[config.mk]
export PLATFORM = sky130hd
export DESIGN_NAME = fixed_chunk_free_list_allocator
export DESIGN_NICKNAME = d
export VERILOG_FILES = /design/src/design/fcfla_pkg.sv /design/src/design/fixed_chunk_free_list_allocator.sv
export SDC_FILE = /design/constraint.sdc
export NUM_CORES = 2
export LEC_CHECK = 0
export BUFFER_PORTS_ARGS = -buffer_cell sky130_fd_sc_hd__buf_2
export CORE_MARGIN = 1.5
export CORE_UTILIZATION = 55
export CTS_CLUSTER_DIAMETER = 50
export DETAILED_ROUTE_END_ITERATION = 16
export GPL_ROUTABILITY_DRIVEN = 0
export MAX_ROUTING_LAYER = met4
export PLACE_DENSITY = 0.82
export SYNTH_ARGS = -nofsm -noshare
export SYNTH_HDL_FRONTEND = slang
export SYNTH_SLANG_ARGS = --single-unit
[constraint.sdc]
create_clock -name clk -period 17.82 [get_ports clk]
set_clock_uncertainty 0.1 [all_clocks]
set_input_delay 2.673 -clock clk [delete_from_list [all_inputs] [get_ports clk]]
set_output_delay 2.673 -clock clk [all_outputs]
set_load 0.005 [all_outputs]
[src/design/fcfla_pkg.sv]
// Package for the fixed-chunk free-list allocator.
// Holds pool sizing constants, request and status codes and the sequencer state type.
// No dependencies.
package fcfla_pkg;

	// Pool sizing
	localparam int CHUNKS  = 256;
	localparam int IDX_W   = $clog2(CHUNKS);
	localparam int LINK_W  = IDX_W + 1;
	localparam int COUNT_W = 9;
	localparam int BYTES_W = 13;
	localparam int OFF_W   = 20;
	localparam int PROD_W  = IDX_W + BYTES_W;

	// Configuration register indexes
	localparam logic CFG_CHUNK_COUNT = 1'b0;
	localparam logic CFG_CHUNK_BYTES = 1'b1;

	// Request opcodes
	typedef enum logic [1:0] {
		OP_ALLOC    = 2'd0,
		OP_FREE     = 2'd1,
		OP_FREE_ALL = 2'd2
	} op_t;

	// Result status codes
	typedef enum logic [1:0] {
		ST_OK    = 2'd0,
		ST_EMPTY = 2'd1,
		ST_RANGE = 2'd2
	} status_t;

	// Sequencer states
	typedef enum logic [1:0] {
		S_IDLE,
		S_EXEC,
		S_WALK
	} state_t;

endpackage

[src/design/fixed_chunk_free_list_allocator.sv]
// An allocate or free has an accept cycle, in which the link store is read at
// the current list head, and an execute cycle, in which the registered link word is used and
// the store is written back; the request after it can be accepted in the cycle that follows.
// A finished result waits in the output register without holding up the next request, but
// the execute cycle stalls while that register is still full. Free-all loads its result in
// its execute cycle and then rewrites the link store one entry per cycle over the live chunk
// count with the input held off until the walk ends. After reset the same walk links all
// 256 entries, and the input stays held off until it is done.
//
// Top level of the fixed-chunk free-list allocator: link store, head register, output register.
// Depends on fcfla_pkg.
module fixed_chunk_free_list_allocator import fcfla_pkg::*; (
	input  logic               clk,
	input  logic               arst_n,
	input  logic               cfg_we,
	input  logic               cfg_index,
	input  logic [BYTES_W-1:0] cfg_data,
	input  logic               in_valid,
	output logic               in_ready,
	input  logic [1:0]         opcode,
	input  logic [IDX_W-1:0]   free_index,
	output logic               out_valid,
	input  logic               out_ready,
	output logic [1:0]         status,
	output logic [IDX_W-1:0]   chunk_index,
	output logic [OFF_W-1:0]   byte_offset
);

	// Configuration and list state
	logic [COUNT_W-1:0] chunk_count_q;
	logic [BYTES_W-1:0] chunk_bytes_q;
	logic [LINK_W-1:0]  head_q;

	// Relink walk position and end
	logic [LINK_W-1:0]  walk_q;
	logic [LINK_W-1:0]  walk_end_q;

	// Link store and its registered read port
	logic [LINK_W-1:0]  link_mem [CHUNKS];
	logic [LINK_W-1:0]  rd_data_q;

	// Request stage
	state_t             state_q, state_d;
	logic [1:0]         op_s1;
	logic [IDX_W-1:0]   idx_s1;

	// Output register
	logic               out_valid_q;
	status_t            status_q;
	logic [IDX_W-1:0]   chunk_index_q;
	logic [OFF_W-1:0]   byte_offset_q;

	// Execute-cycle control
	logic               accept;
	logic               exec_go;
	logic [COUNT_W-1:0] live_count;
	logic [PROD_W-1:0]  product;
	logic               do_pop;
	logic               do_push;
	logic               do_relink;
	logic               walk_wr;
	status_t            status_d;

	// Saturate the count to the pool size; this value is also the null link
	assign live_count = (chunk_count_q > COUNT_W'(CHUNKS)) ? COUNT_W'(CHUNKS) : chunk_count_q;

	assign product = PROD_W'(head_q[IDX_W-1:0]) * PROD_W'(chunk_bytes_q);

	assign accept   = in_valid && in_ready;
	assign in_ready = (state_q == S_IDLE);

	// Sequencer next state and execute decode
	always_comb begin
		state_d   = state_q;
		exec_go   = 1'b0;
		do_pop    = 1'b0;
		do_push   = 1'b0;
		do_relink = 1'b0;
		walk_wr   = 1'b0;
		status_d  = ST_OK;
		unique case (state_q)
			S_IDLE: begin
				if (accept) begin
					state_d = S_EXEC;
				end
			end
			S_EXEC: begin
				exec_go = !out_valid_q || out_ready;
				if (exec_go) begin
					state_d = S_IDLE;
				end
				case (op_t'(op_s1))
					OP_ALLOC: begin
						if (COUNT_W'(head_q) >= live_count) begin
							status_d = ST_EMPTY;
						end else begin
							do_pop = exec_go;
						end
					end
					OP_FREE: begin
						if (COUNT_W'(idx_s1) >= live_count) begin
							status_d = ST_RANGE;
						end else begin
							do_push = exec_go;
						end
					end
					OP_FREE_ALL: begin
						do_relink = exec_go;
						if (exec_go && live_count != '0) begin
							state_d = S_WALK;
						end
					end
					default: begin
						status_d = ST_OK;
					end
				endcase
			end
			S_WALK: begin
				// Link one entry to its successor per cycle until the end is reached
				walk_wr = 1'b1;
				if (walk_q + LINK_W'(1) == walk_end_q) begin
					state_d = S_IDLE;
				end
			end
			default: begin
				state_d = S_IDLE;
			end
		endcase
	end

	// Hold state, configuration, head and walk position
	always_ff @(posedge clk or negedge arst_n) begin
		if (!arst_n) begin
			state_q       <= S_WALK;
			chunk_count_q <= COUNT_W'(256);
			chunk_bytes_q <= BYTES_W'(16);
			head_q        <= '0;
			walk_q        <= '0;
			walk_end_q    <= LINK_W'(CHUNKS);
			out_valid_q   <= 1'b0;
		end else begin
			state_q <= state_d;
			if (cfg_we) begin
				if (cfg_index == CFG_CHUNK_COUNT) begin
					chunk_count_q <= cfg_data[COUNT_W-1:0];
				end else begin
					chunk_bytes_q <= cfg_data;
				end
			end
			if (do_pop) begin
				head_q <= rd_data_q;
			end else if (do_push) begin
				head_q <= LINK_W'(idx_s1);
			end else if (do_relink) begin
				head_q <= '0;
			end
			// Latch the walk end so a later count change does not cut it short
			if (do_relink) begin
				walk_q     <= '0;
				walk_end_q <= LINK_W'(live_count);
			end else if (walk_wr) begin
				walk_q <= walk_q + LINK_W'(1);
			end
			if (exec_go) begin
				out_valid_q <= 1'b1;
			end else if (out_ready) begin
				out_valid_q <= 1'b0;
			end
		end
	end

	// Link store: write on push or walk, read at the head every cycle
	always_ff @(posedge clk) begin
		if (do_push) begin
			link_mem[idx_s1] <= head_q;
		end else if (walk_wr) begin
			link_mem[walk_q[IDX_W-1:0]] <= walk_q + LINK_W'(1);
		end
		rd_data_q <= link_mem[head_q[IDX_W-1:0]];
	end

	// Capture the request and load the result
	always_ff @(posedge clk) begin
		if (accept) begin
			op_s1  <= opcode;
			idx_s1 <= free_index;
		end
		if (exec_go) begin
			status_q <= status_d;
			if (do_pop) begin
				chunk_index_q <= head_q[IDX_W-1:0];
				byte_offset_q <= product[OFF_W-1:0];
			end else begin
				chunk_index_q <= '0;
				byte_offset_q <= '0;
			end
		end
	end

	assign out_valid   = out_valid_q;
	assign status      = status_q;
	assign chunk_index = chunk_index_q;
	assign byte_offset = byte_offset_q;

endmodule

* Word-level counts from Yosys, hierarchy flattened
Memory sizes are Yosys's and may differ from the RTL's. A register that Yosys moved wholly into a read port is not among the register bits. Index checks and enable logic that the tools add are counted.
Word-level totals: register bits after elaboration 92, memory bits (writable) 2304, input bits 29, output and inout bits 32, word-level logic and storage cells 75, memories kept 1
Operators by class: add/sub/neg operators 1, multipliers 1, order comparisons 3, eq/ne operators 7, mux-type cells 35, bitwise operators 1, reductions and logical operators 14
Memories:
- link_mem | depth 256, bits a word 9, read ports 1, clocked after memory_dff 1, write ports 1, line fixed_chunk_free_list_allocator.sv:39 | logic [LINK_W-1:0] link_mem [CHUNKS];
Operator list (number):
- $mux W9 | 7
- $mul A8 B13 Y20 | 1
- $mux W1 | 19
- $mux W2 | 6
- $add A9 B1 Y9 const B | 1
- $eq A9 B9 Y1 | 1
- $ge A8 B9 Y1 | 1
- $ge A9 B9 Y1 | 1
- $gt A9 B9 Y1 const B | 1
- $reduce_bool A9 Y1 | 1
- $reduce_or A9 Y1 | 1
- $mux W8 | 1
- $pmux W2 S3 | 1
- $reduce_and A2 Y1 | 3
- $eq A2 B1 Y1 const B | 2
- $eq A2 B2 Y1 const B | 2
- $logic_not A2 Y1 | 2
- $pmux W2 S2 | 1
- $reduce_bool A2 Y1 | 2
- $reduce_bool A3 Y1 | 1
- $logic_and A1 B1 Y1 | 2
- $ne A2 B1 Y1 const B | 1
- $ne A2 B2 Y1 const B | 1
- $logic_not A1 Y1 | 1
- other kinds (2) | 2

* Depth between registers and ports, before layout
depth in word-level cells 10, depth in mapped cells 21, mapped depth without buffers 16

* Least setup slack after synthesis
OpenSTA, ideal clock, no wires.
path kind register to register, start point reg head_q[1], end point mem link_mem[0][1] (netlist bit) (data pin), library setup time 2189 ps, arrival time 11217 ps, required time 15531 ps, path slack 4314 ps, cell stages (with the launch flop) 7, buffers on the path 4, clock period less this slack 13506 ps, cells stage by stage dfrtp_1 -> buf_4 -> buf_2 -> buf_2 -> buf_1 -> inv_1 -> o21ai_0
On the way: longest elaborated chain between the ends 1
Ends and longest elaborated chain:
- start: declaration | line fixed_chunk_free_list_allocator.sv:32 | logic [LINK_W-1:0] head_q;
- start signal: assignment | line fixed_chunk_free_list_allocator.sv:151 | head_q <= rd_data_q;
- start signal: assignment | line fixed_chunk_free_list_allocator.sv:153 | head_q <= LINK_W'(idx_s1);
- $mux W9 (no line)
- end: declaration | line fixed_chunk_free_list_allocator.sv:39
Every way passes these cells.

==> out/qor.csv <==
metric,value,unit
status,finished clean,
crit path from,head_q[1],
top cell type's share of synthesized area,0.729,
final worst-path cycle share,0.386,
Sw Ratio,0.353,
Crit path depth,10,
Worst Slack Setup Final,10.94,ns
Filler cells,11000,
routed wire length,276000,um
Internal Power,12.0,mW
Port Buffers,60,
FP Rows,153,
TritonCTS clock tree,built,
Post-synth EDFFs,2344,
flop-to-flop setup slack,10.94,ns
Die Wd,422,um
DR iter-0 viols,10600,
vias per std cell,7.13,
HPWL after DPL,142000,um
reg2reg end,rd_data_q[2],
CP cell instances,buf_4 -> buf_4 -> buf_4 -> buf_4 -> mux4_2 -> a22o_1 -> a221oi_1 -> a22oi_1 -> o21ai_1 -> nor4_1,
Layout Utilization,0.615,
# H-tree levels,4,
Die Area,0.178,mm2
number of global-route vias before repair,53000,
Worst Path Arrival,7.51,ns
routed via count,53600,
Synth area leader,edfxtp_1,
Max-slew headroom,0.0151,
total core area,0.174,mm2
syn nets,5031,
maxcap violations,0,
Worst path max stage delay,0.97,ns
critical-path maximum fanout,69,
"Setup Fix Bufs, Post-CTS",0,
cell area after synthesis,0.0966,mm2
"Seq/Total Area, Yosys",0.744,
Mapped Cells,4880,
cts bufs inserted,222,
RSZ-0062 raised after global routing,false,
CTS max path bufs,3,
Total GRT Usage,0.309,
Tmin final,6.88,ns
synth cell count leaders,"edfxtp_1, mux4_2, nor2_1",
Synth area leaders,"edfxtp_1, mux4_2, mux2i_1, fa_1, nor2_1",
most frequent cell after synthesis,edfxtp_1,
setup violators final,0,
pre-CTS setup slack,11.22,ns
largest net degree at the start of global routing,173,
Crit path top cell by count,buf_4,
fraction of registers with async set/reset,0.0216,
DRC violations left,0,
Initial Util,0.554,
ANT nets after route,0,
hold_ws,0.401,ns
sequential share of power,0.400,
gr ovfl total,0,
Fin. Hold Viols,0,
hold buffer count at cts,0,
Die Span Y,422,um
CP max stage cell,buf_4,
clock share of power,0.278,
CTS Root Buffer Type,clkbuf_16,
Slew Limit Fails,0,
dominant synthesized flop cell,edfxtp_1,
Syn Area/Cell,19.8,um2
area grow syn2layout,10.8,%
initial antenna violation count,12,
Clock Sink Count,2405,
Yosys reg bits,2405,
Yosys Warn Count,0,
maximum VDD drop,0.255,mV
drt pass-1 iters,7,
CTS resizes,0,
Hold Crit Class,reg -> reg,
io pins,61,
kind of critical path,reg -> reg,
share of layout cells above drive strength 1,0.214,
worst r2r path cells,10,
clock latency on the worst-skew pair,0.93,ns
Worst-Margin Slew,1.48,ns
worst path buffer plus inverter count,4,
Synth cell types,65,
fin nets,5124,
CP endpoint,rd_data_q[2],
PD cells,173,mW/mm2
R2R Path Start,head_q[1],
Leak,34.0,nW
first-pass GRT wire length,383000,um
Fin Setup TNS,0,ns
CP Capture Type,register,
sw power,6.52,mW
logic gate share of total power,0.322,
critical path startpoint category,register,
clock-pin slew on the worst setup and hold paths,0.08,ns
drt wl/cell,36.7,um
fmax,0.145,GHz
Top delay family on crit path,buffers and inverters,
Critical Path RT,18.45,ns
-- tightest hold or removal path, delay by kind of cell, from the launching register on --
family | cells | cell delay [ns]
flops | 1 | 0.38
compound gates | 1 | 0.07
simple gates | 1 | 0.05
-- logic make-up after synthesis --
kind of cell               synth area share
xor gates and xnor gates            0.00313
DFF                                   0.744
AOI/OAI and AO/OA                    0.0381
muxes                                 0.137
buffers and inverters                0.0201
adders and majority gates            0.0209
and+or+nand+nor                      0.0365
-- routing by layer --
layer	vias up	part of all wire	global-route usage
met4	0	0.066	0.165
li1	20100	-	-
met5	-	0	-
met1	26700	0.32	0.385
met3	1182	0.14	0.0828
met2	5598	0.47	0.466
-- through the flow --
step | std cells | instance area, um2 | power (mW)
finish | 7520 | 107000 | 18.5
global route | 7513 | 107000 | 18.8
CTS | 7495 | 107000 | 18.2
detailed placement | 7074 | 99200 | 13.0
global placement | 7074 | 99200 | 12.9
floorplan | 4880 | 96600 | 11.6
-- state kept, by name, indices dropped and copies added, names as in the netlist, 9 cells and up --
register	cells
walk_q	9
head_q	9
chunk_count_q	9
chunk_bytes_q	13
walk_end_q	9
link_mem	2304
rd_data_q	9
byte_offset	20
-- placed cells by master, fill, tap and decap left out, types with 46 or more instances in the layout --
cell,count
nor2_1,322
mux4_2,512
ha_1,57
a21oi_1,73
a221oi_1,61
mux2i_1,147
fa_1,65
buf_2,60
and2_1,90
nand2_1,173
inv_1,85
dfrtp_1,46
clkbuf_16,223
nand3_1,48
a22oi_1,133
edfxtp_1,2344
buf_4,83
a22o_1,70
-- final cells by class --
class	count	area, um2	area share
sequential	2405	71900	0.671
multi-input combinational	2108	23000	0.215
clock buffer	245	5680	0.0531
tap	2325	2910	0.0272
clock inverter	176	2090	0.0196
timing repair buffer	151	1080	0.0101
inverter	85	319	0.00298
antenna	25	62.6	0.000584
-- how the worst min path moves through the flow --
| stage | startpoint | to | depth (start not counted) |
|---|---|---|---|
| after floorplan | rd_data_q[8] | head_q[8] | 2 |
| after global placement | walk_end_q[8] | walk_end_q[8] | 2 |
| after detailed placement | walk_end_q[3] | walk_end_q[3] | 2 |
| after CTS | rd_data_q[8] | head_q[8] | 2 |
| after global routing | walk_end_q[4] | walk_end_q[4] | 2 |
| final | walk_end_q[8] | walk_end_q[8] | 2 |
-- power by group through the flow --
| stage | Clock [mW] | Sequential, mW | Combinational (mW) |
|---|---|---|---|
| 3_5_place_dp | 0 | 7.49 | 5.55 |
| 4_1_cts | 5.08 | 7.37 | 5.71 |
| 3_3_place_gp | 0 | 7.48 | 5.44 |
| 6_report | 5.14 | 7.38 | 5.95 |
| 5_1_grt | 5.31 | 7.38 | 6.11 |
| 2_1_floorplan | 0 | 7.96 | 3.61 |
Power figures use the tool's default switching activity.
